### config.mk
export PLATFORM = sky130hd
export DESIGN_NAME = gap_material_stress_update
export DESIGN_NICKNAME = d
export VERILOG_FILES = /design/src/rtl/gmsu_pkg.sv /design/src/rtl/gmsu_trial.sv /design/src/rtl/gap_material_stress_update.sv
export SDC_FILE = /design/constraint.sdc
export NUM_CORES = 2
export LEC_CHECK = 0
export BUFFER_PORTS_ARGS = -buffer_cell sky130_fd_sc_hd__buf_2
export CAP_MARGIN = 20
export CORE_MARGIN = 5
export CORE_UTILIZATION = 57
export CTS_BUF_LIST = sky130_fd_sc_hd__clkbuf_4 sky130_fd_sc_hd__clkbuf_8
export DETAILED_ROUTE_END_ITERATION = 7
export PLACE_DENSITY_LB_ADDON = 0.1
export SETUP_SLACK_MARGIN = 0.2
export SLEW_MARGIN = 20
export SYNTH_ARGS = -nofsm -noshare
export SYNTH_HDL_FRONTEND = slang
export SYNTH_SLANG_ARGS = --single-unit
### constraint.sdc
create_clock -name clk -period 49.1 [get_ports clk]
set_input_delay 7.365 -clock clk [delete_from_list [all_inputs] [get_ports clk]]
set_output_delay 7.365 -clock clk [all_outputs]
set_load 0.02 [all_outputs]
### src/rtl/gmsu_pkg.sv
// shared types and constants for the gap material stress update block
// no dependencies; imported by the trial datapath and the top level
`timescale 1ns / 1ps
`default_nettype none

package gmsu_pkg;

    typedef struct packed {
        logic [2:0]         operation;
        logic signed [31:0] strain_value;
    } cmd_t;

    typedef struct packed {
        logic [30:0] stress_out;
        logic [30:0] stiffness_out;
    } res_t;

    // one material point state set, used for both trial and committed copies
    typedef struct packed {
        logic signed [31:0] strain;
        logic [30:0]        stress;
        logic [30:0]        stiffness;
        logic signed [1:0]  direction;
        logic signed [31:0] reversal;
    } mat_state_t;

    typedef struct packed {
        logic [30:0]        modulus;
        logic [30:0]        yield_lim;
        logic signed [31:0] gap;
    } mat_cfg_t;

    localparam logic [2:0] OP_TOTAL  = 3'd0;
    localparam logic [2:0] OP_INCR   = 3'd1;
    localparam logic [2:0] OP_COMMIT = 3'd2;
    localparam logic [2:0] OP_REVERT = 3'd3;
    localparam logic [2:0] OP_CLEAR  = 3'd4;

    localparam logic [1:0] REG_MODULUS = 2'd0;
    localparam logic [1:0] REG_YIELD   = 2'd1;
    localparam logic [1:0] REG_GAP     = 2'd2;

    localparam logic signed [1:0] DIR_NONE = 2'sb00;
    localparam logic signed [1:0] DIR_POS  = 2'sb01;
    localparam logic signed [1:0] DIR_NEG  = 2'sb11;

    localparam logic [30:0] MODULUS_RESET = 31'd65536;
    localparam logic [30:0] YIELD_RESET   = 31'd65536;

endpackage

`default_nettype wire

### src/rtl/gmsu_trial.sv
// trial stress update: increment, gap and reversal handling, scaled product, clamp
// combinational; depends on gmsu_pkg
`timescale 1ns / 1ps
`default_nettype none

module gmsu_trial (
    input  wire logic signed [31:0]   strain,
    input  wire gmsu_pkg::mat_state_t committed,
    input  wire gmsu_pkg::mat_state_t trial,
    input  wire gmsu_pkg::mat_cfg_t   cfg,
    output gmsu_pkg::mat_state_t      trial_new
);
    import gmsu_pkg::*;

    logic signed [32:0] incre_raw;
    logic               zero_incre;
    logic               dir_pos;
    logic               stress_zero;
    logic               reload;
    logic               reverse;
    logic               use_gap;
    logic signed [31:0] rev_new;
    logic signed [33:0] incre_gap;
    logic signed [33:0] incre_sel;
    logic               neg;
    logic [33:0]        mag;
    logic [40:0]        prod_hi;
    logic [54:0]        prod_lo;
    logic [42:0]        prod;
    logic signed [43:0] prod_signed;
    logic signed [43:0] sum;

    assign incre_raw   = $signed({strain[31], strain})
                       - $signed({committed.strain[31], committed.strain});
    assign zero_incre  = (incre_raw == '0);
    assign dir_pos     = !incre_raw[32];
    assign stress_zero = (committed.stress == '0);

    // reloading in tension from zero stress, or turning back from compression
    assign reload  = (committed.direction == DIR_POS) && dir_pos && stress_zero;
    assign reverse = (committed.direction == DIR_NEG) && dir_pos;
    assign use_gap = reload || (reverse && stress_zero);
    assign rev_new = reverse ? committed.strain : committed.reversal;

    assign incre_gap = $signed({{2{strain[31]}}, strain})
                     - $signed({{2{cfg.gap[31]}}, cfg.gap})
                     - $signed({{2{rev_new[31]}}, rev_new});

    always_comb
    begin
        if (use_gap)
        begin
            incre_sel = incre_gap[33] ? '0 : incre_gap;
        end
        else
        begin
            incre_sel = $signed({incre_raw[32], incre_raw});
        end
    end

    assign neg = incre_sel[33];
    assign mag = neg ? 34'(-incre_sel) : 34'(incre_sel);

    // modulus * |incre| >> 24, split so each partial product stays narrow
    assign prod_hi = 41'(cfg.modulus) * 41'(mag[33:24]);
    assign prod_lo = 55'(cfg.modulus) * 55'(mag[23:0]);
    assign prod    = 43'(prod_hi) + 43'(prod_lo[54:24]);

    assign prod_signed = neg ? -$signed({1'b0, prod}) : $signed({1'b0, prod});
    assign sum         = $signed({13'b0, committed.stress}) + prod_signed;

    always_comb
    begin
        trial_new        = trial;
        trial_new.strain = strain;
        if (!zero_incre)
        begin
            trial_new.reversal  = rev_new;
            trial_new.direction = dir_pos ? DIR_POS : DIR_NEG;
            if (sum[43])
            begin
                trial_new.stress    = '0;
                trial_new.stiffness = '0;
            end
            else if (sum[42:0] > {12'b0, cfg.yield_lim})
            begin
                trial_new.stress    = cfg.yield_lim;
                trial_new.stiffness = '0;
            end
            else
            begin
                trial_new.stress    = sum[30:0];
                trial_new.stiffness = cfg.modulus;
            end
        end
    end

endmodule

`default_nettype wire

### src/rtl/gap_material_stress_update.sv
// top level: beat handshakes, configuration registers, trial and committed state
// depends on gmsu_pkg and gmsu_trial
`timescale 1ns / 1ps
`default_nettype none

// Tension-only gap material point with trial and committed state. Each command beat
// returns exactly one result beat carrying the trial stress and tangent stiffness
// after the operation. A command is first captured in an input register; when the
// result side can take it, the trial datapath (increment, gap and reversal terms,
// modulus product split into two partial products, clamp to 0..yield) updates the
// state and loads the result register. One command is taken every cycle unless the
// result side stalls, set by the update loop through that datapath. Configuration writes
// are applied at once, so issue them only while no command is in flight.
module gap_material_stress_update (
    input  wire logic          clk,
    input  wire logic          rst_n,
    input  wire logic          cfg_write,
    input  wire logic [1:0]    cfg_index,
    input  wire logic [31:0]   cfg_data,
    input  wire logic          cmd_valid,
    output logic               cmd_stall,
    input  wire gmsu_pkg::cmd_t cmd,
    output logic               res_valid,
    input  wire logic          res_stall,
    output gmsu_pkg::res_t     res
);
    import gmsu_pkg::*;

    mat_cfg_t   cfg_reg;
    mat_state_t committed_reg;
    mat_state_t committed_next;
    mat_state_t trial_reg;
    mat_state_t trial_next;
    mat_state_t trial_calc;
    logic       s1_valid_reg;
    cmd_t       s1_cmd_reg;
    logic       res_valid_reg;
    res_t       res_reg;
    logic       advance;
    logic       accept;
    logic signed [32:0] incr_sum;
    logic signed [31:0] step_strain;

    assign advance   = s1_valid_reg && (!res_valid_reg || !res_stall);
    assign cmd_stall = s1_valid_reg && !advance;
    assign accept    = cmd_valid && !cmd_stall;
    assign res_valid = res_valid_reg;
    assign res       = res_reg;

    always_ff @(posedge clk or negedge rst_n)
    begin
        if (!rst_n)
        begin
            cfg_reg.modulus   <= MODULUS_RESET;
            cfg_reg.yield_lim <= YIELD_RESET;
            cfg_reg.gap       <= '0;
        end
        else if (cfg_write)
        begin
            case (cfg_index)
                REG_MODULUS: cfg_reg.modulus   <= cfg_data[30:0];
                REG_YIELD:   cfg_reg.yield_lim <= cfg_data[30:0];
                REG_GAP:     cfg_reg.gap       <= $signed(cfg_data);
                default:     ;
            endcase
        end
    end

    // saturating committed strain plus increment
    assign incr_sum = $signed({committed_reg.strain[31], committed_reg.strain})
                    + $signed({s1_cmd_reg.strain_value[31], s1_cmd_reg.strain_value});

    always_comb
    begin
        if (s1_cmd_reg.operation == OP_INCR)
        begin
            if (incr_sum[32] != incr_sum[31])
            begin
                step_strain = incr_sum[32] ? 32'sh8000_0000 : 32'sh7fff_ffff;
            end
            else
            begin
                step_strain = incr_sum[31:0];
            end
        end
        else
        begin
            step_strain = s1_cmd_reg.strain_value;
        end
    end

    gmsu_trial u_trial (
        .strain    (step_strain),
        .committed (committed_reg),
        .trial     (trial_reg),
        .cfg       (cfg_reg),
        .trial_new (trial_calc)
    );

    always_comb
    begin
        committed_next = committed_reg;
        trial_next     = trial_reg;
        case (s1_cmd_reg.operation)
            OP_TOTAL, OP_INCR:
            begin
                trial_next = trial_calc;
            end
            OP_COMMIT:
            begin
                committed_next = trial_reg;
            end
            OP_REVERT:
            begin
                trial_next = committed_reg;
            end
            OP_CLEAR:
            begin
                committed_next.strain    = '0;
                committed_next.stress    = '0;
                committed_next.stiffness = cfg_reg.modulus;
                committed_next.direction = DIR_NONE;
                committed_next.reversal  = '0;
                trial_next               = committed_next;
            end
            default:
            begin
                trial_next = trial_reg;
            end
        endcase
    end

    always_ff @(posedge clk or negedge rst_n)
    begin
        if (!rst_n)
        begin
            s1_valid_reg            <= 1'b0;
            res_valid_reg           <= 1'b0;
            committed_reg.strain    <= '0;
            committed_reg.stress    <= '0;
            committed_reg.stiffness <= MODULUS_RESET;
            committed_reg.direction <= DIR_NONE;
            committed_reg.reversal  <= '0;
            trial_reg.strain        <= '0;
            trial_reg.stress        <= '0;
            trial_reg.stiffness     <= MODULUS_RESET;
            trial_reg.direction     <= DIR_NONE;
            trial_reg.reversal      <= '0;
        end
        else
        begin
            if (accept)
            begin
                s1_valid_reg <= 1'b1;
            end
            else if (advance)
            begin
                s1_valid_reg <= 1'b0;
            end
            if (advance)
            begin
                res_valid_reg <= 1'b1;
                committed_reg <= committed_next;
                trial_reg     <= trial_next;
            end
            else if (!res_stall)
            begin
                res_valid_reg <= 1'b0;
            end
        end
    end

    // payload registers
    always_ff @(posedge clk)
    begin
        if (accept)
        begin
            s1_cmd_reg <= cmd;
        end
        if (advance)
        begin
            res_reg.stress_out    <= trial_next.stress;
            res_reg.stiffness_out <= trial_next.stiffness;
        end
    end

    a_stall_needs_held_beat: assert property (@(posedge clk) disable iff (!rst_n)
        cmd_stall |-> s1_valid_reg)
        else $error("command stalled with empty input register");

    a_advance_gives_result: assert property (@(posedge clk) disable iff (!rst_n)
        advance |=> res_valid_reg && res_reg.stress_out == trial_reg.stress
                    && res_reg.stiffness_out == trial_reg.stiffness)
        else $error("result beat does not match trial state");

    a_revert_copies: assert property (@(posedge clk) disable iff (!rst_n)
        advance && s1_cmd_reg.operation == OP_REVERT |=> trial_reg == committed_reg)
        else $error("revert left trial differing from committed state");

    a_clear_zeroes: assert property (@(posedge clk) disable iff (!rst_n)
        advance && s1_cmd_reg.operation == OP_CLEAR
        |=> committed_reg.stress == '0 && committed_reg.direction == DIR_NONE
            && trial_reg == committed_reg)
        else $error("clear did not reset the state");

endmodule

`default_nettype wire
==> flow_summary.rst <==
.. list-table::
   :header-rows: 1

   * - Metric
     - Value
   * - Status
     - completed
   * - Row count
     - 124
   * - Setup total negative slack
     - 0 ns
   * - Synth area leader
     - sky130_fd_sc_hd__fa_1
   * - Required time of the critical path
     - 49.50 ns
   * - Share of final-layout standard cells stronger than drive strength 1
     - 7.67%
   * - Worst path most repeated cell
     - sky130_fd_sc_hd__fa_1
   * - Critical Path Fanout Max
     - 76
   * - Number of violations of the max-capacitance limit
     - 0
   * - Standard cell with the maximum stage delay on the critical path
     - sky130_fd_sc_hd__buf_4
   * - Root Buffer
     - sky130_fd_sc_hd__clkbuf_8
   * - Share of the yosys chip area belonging to registers
     - 17.9%
   * - Clock insertion delay at the later pin of the skew report
     - 0.71 ns
   * - Count of distinct cell types in the synthesized netlist
     - 102
   * - FF-to-FF Start
     - committed_reg[97]
   * - Number of setup violations in the final report
     - 0
   * - Number of buffers added to fix hold violations after cts
     - 0
   * - Number of synthesis warnings
     - 0
   * - Number of synthesized flops with an enable pin
     - 97
   * - Top-level I/O count
     - 138
   * - Number of iterations in the first detailed-routing pass
     - 6
   * - Highest achievable clock rate
     - 30.9 MHz
   * - Top_reg_cell synth
     - sky130_fd_sc_hd__dfrtp_1
   * - DIE AREA
     - 0.122 mm2
   * - Seq cells post-synth
     - 449
   * - Startpoint of the lowest-slack hold path
     - trial_reg[109]
   * - Worst Reg-to-Reg Cells
     - 105
   * - Total wire length after detailed routing
     - 222000 um
   * - Worst Max-Slew Pin Slew
     - 1.14 ns
   * - Worst r2r dst
     - res[49]
   * - Core ar.
     - 0.114 mm2
   * - Syn-to-layout area delta
     - 5.72%
   * - Global-route wire length before repair
     - 342000 um
   * - Kind of critical path
     - flip-flop to flip-flop
   * - Top library cells by usage in the layout, fill and taps aside
     - sky130_fd_sc_hd__nand2_1, sky130_fd_sc_hd__inv_1, sky130_fd_sc_hd__fa_1
   * - Iter 0 DRT Violations
     - 5113
   * - Tcrit/Tclk final
     - 65.9%
   * - Number of pins with negative max-slew slack in the final report
     - 0
   * - Detailed-route wire length per cell
     - 24.6 um
   * - Via count of the first global-routing pass
     - 55977
   * - Number of port buffers
     - 137
   * - Total vias in the final route
     - 55144
   * - Largest net degree at the start of global routing
     - 97
   * - Global route overflow
     - 0
   * - Count of mapped cells out of synthesis
     - 7535
   * - Slowest stage delay, CP
     - 0.79 ns
   * - Routability congestion estimate
     - 1.03
   * - Hold WC Path Type
     - flip-flop to flip-flop
   * - TritonCTS clock tree
     - built
   * - Worst Setup Start Kind
     - flip-flop
   * - # resized after CTS
     - 0
   * - Final count of hold timing violations
     - 0
   * - Critical path capture point
     - res[49]
   * - Fraction of post-synthesis cell area in the top cell type by area
     - 28.5%
   * - Clk pin slew, worst setup/hold paths
     - 0.08 ns
   * - Number of H-tree levels
     - 3
   * - Clock skew after layout
     - 0.0474 ns
   * - Worst path arrival time
     - 32.75 ns
   * - Timing startpoint of the critical path
     - committed_reg[97]
   * - Number of antenna violations at the first check in global routing
     - 4
   * - Detailed-route vias per instance
     - 6.11
   * - Num Clock Sinks
     - 449
   * - Number of buffers created by CTS
     - 72
   * - Horizontal die dimension
     - 349 um
   * - Final critical-path required period
     - 32.35 ns
   * - Dominant cells by area after synthesis
     - sky130_fd_sc_hd__fa_1, sky130_fd_sc_hd__dfrtp_1, sky130_fd_sc_hd__ha_1
   * - Nature of the critical path endpoint
     - flip-flop
   * - Setup Fix Bufs, Post-CTS
     - 0
   * - Flop-to-flop setup slack
     - 16.75 ns
   * - Slew HR
     - 22.4%
   * - Global-route usage over all layers
     - 36.6%
   * - Buffer depth of the longest clock path
     - 3
   * - Synth Area per Inst
     - 8.69 um2
   * - Number of remaining DRC errors
     - 0
   * - Final antenna-violating net count
     - 0
   * - Initial cell density of the core
     - 57.3%
   * - Synth async-reset ratio
     - 78.4%
   * - Die span in y
     - 349 um
   * - Number of nets in the finished design
     - 8882
   * - RSZ-0062 raised after global routing
     - false
   * - Combined area of all synthesized cells
     - 0.0654 mm2
   * - HPWL Detailed
     - 165000 um
   * - Most common cell after layout, fill and taps aside
     - sky130_fd_sc_hd__nand2_1
[cell type report]
class / instances / area [um2]
multi-input combinational: 5635 / 48600
fill: 10265 / 45000
sequential: 449 / 11700
inverter: 1040 / 3910
tap: 1512 / 1890
timing repair buffer: 255 / 1590
clock buffer: 108 / 1320
clock inverter: 22 / 146
antenna: 3 / 7.51
[cells in the mapped netlist (11+ instances only)]
library cell and instances:
sky130_fd_sc_hd__nand4_1 75, sky130_fd_sc_hd__buf_1 20, sky130_fd_sc_hd__nor2_1 456, sky130_fd_sc_hd__ha_1 423
sky130_fd_sc_hd__edfxtp_1 97, sky130_fd_sc_hd__o2111ai_1 11, sky130_fd_sc_hd__o211ai_1 21, sky130_fd_sc_hd__mux2_2 95
sky130_fd_sc_hd__and3_1 58, sky130_fd_sc_hd__a221oi_1 59, sky130_fd_sc_hd__a21boi_0 17, sky130_fd_sc_hd__a22oi_1 12
sky130_fd_sc_hd__a21o_1 110, sky130_fd_sc_hd__clkbuf_1 409, sky130_fd_sc_hd__and4_1 13, sky130_fd_sc_hd__nand2_1 1140
sky130_fd_sc_hd__a21oi_1 362, sky130_fd_sc_hd__inv_1 1039, sky130_fd_sc_hd__or2_2 11, sky130_fd_sc_hd__o31ai_1 24
sky130_fd_sc_hd__o2111a_1 24, sky130_fd_sc_hd__maj3_1 19, sky130_fd_sc_hd__nand3_1 163, sky130_fd_sc_hd__o21ai_0 258
sky130_fd_sc_hd__mux2i_1 41, sky130_fd_sc_hd__and2_1 391, sky130_fd_sc_hd__fa_1 932, sky130_fd_sc_hd__a31oi_1 95
sky130_fd_sc_hd__dfrtp_1 348, sky130_fd_sc_hd__xor2_1 75, sky130_fd_sc_hd__a211oi_1 51, sky130_fd_sc_hd__nor3_1 79
sky130_fd_sc_hd__o21a_1 43, sky130_fd_sc_hd__xnor2_1 160, sky130_fd_sc_hd__o211a_1 34, sky130_fd_sc_hd__nor4_1 26
sky130_fd_sc_hd__nand2b_1 59, sky130_fd_sc_hd__or3_1 26, sky130_fd_sc_hd__nor2b_1 27, sky130_fd_sc_hd__o21bai_1 29
[kinds of logic after synthesis]
logic type / share of synthesized area, %
and+or+nand+nor: 18.3
adders and majority gates: 36.9
muxes: 2.26
AOI/OAI and AO/OA: 12.9
other: 0.0115
xor gates and xnor gates: 3.17
DFF: 17.9
buffers and inverters: 8.56
[through the flow]
step / utilization, % / std cells / instance area (um2) / worst slack [ns] / hold slack, ns
final: 60.6 / 9024 / 69200 / 16.75 / 0.468
after global routing: 60.6 / 9024 / 69200 / 15.40 / 0.500
after CTS: 60.6 / 9020 / 69100 / 17.34 / 0.467
after detailed placement: 59.3 / 8890 / 67700 / 17.45 / 0.470
after global placement: 59.3 / 8890 / 67700 / 17.71 / 0.459
after floorplan: - / 7565 / 65600 / 23.39 / 0.449
[layer usage]
| layer | vias to the layer above | part of all wire [%] | track usage, % |
|---|---|---|---|
| met4 | 2 | 5.5 | 16.2 |
| li1 | 24348 | - | - |
| met1 | 27711 | 40 | 49.6 |
| met3 | 540 | 8.4 | 6.43 |
| met5 | - | 0.0054 | 0 |
| met2 | 2543 | 46 | 58.2 |
[worst min-delay path by stage]
stage / to / slack, ns / cells after the start
2_1_floorplan: trial_reg[0] / 0.45 / 2
3_3_place_gp: res_valid / 0.46 / 1
3_5_place_dp: trial_reg[6] / 0.47 / 2
4_1_cts: committed_reg[109] / 0.47 / 2
5_1_grt: trial_reg[99] / 0.50 / 2
6_report: committed_reg[109] / 0.47 / 2
[worst max-delay path: cells and delay by family (launching register included)]
kind | cells | cell delay [ns]
AO/OA/AOI/OAI | 41 | 10.03
XOR/XNOR | 7 | 1.37
adder cells (fa/ha/maj) | 19 | 8.41
buffers and inverters | 11 | 3.10
flip-flops | 1 | 0.44
multiplexers | 2 | 0.67
AND/OR/NAND/NOR | 25 | 7.85
Power is not shown: default switching activity piles up to over one toggle a cycle in this logic, so the estimate is an artifact.
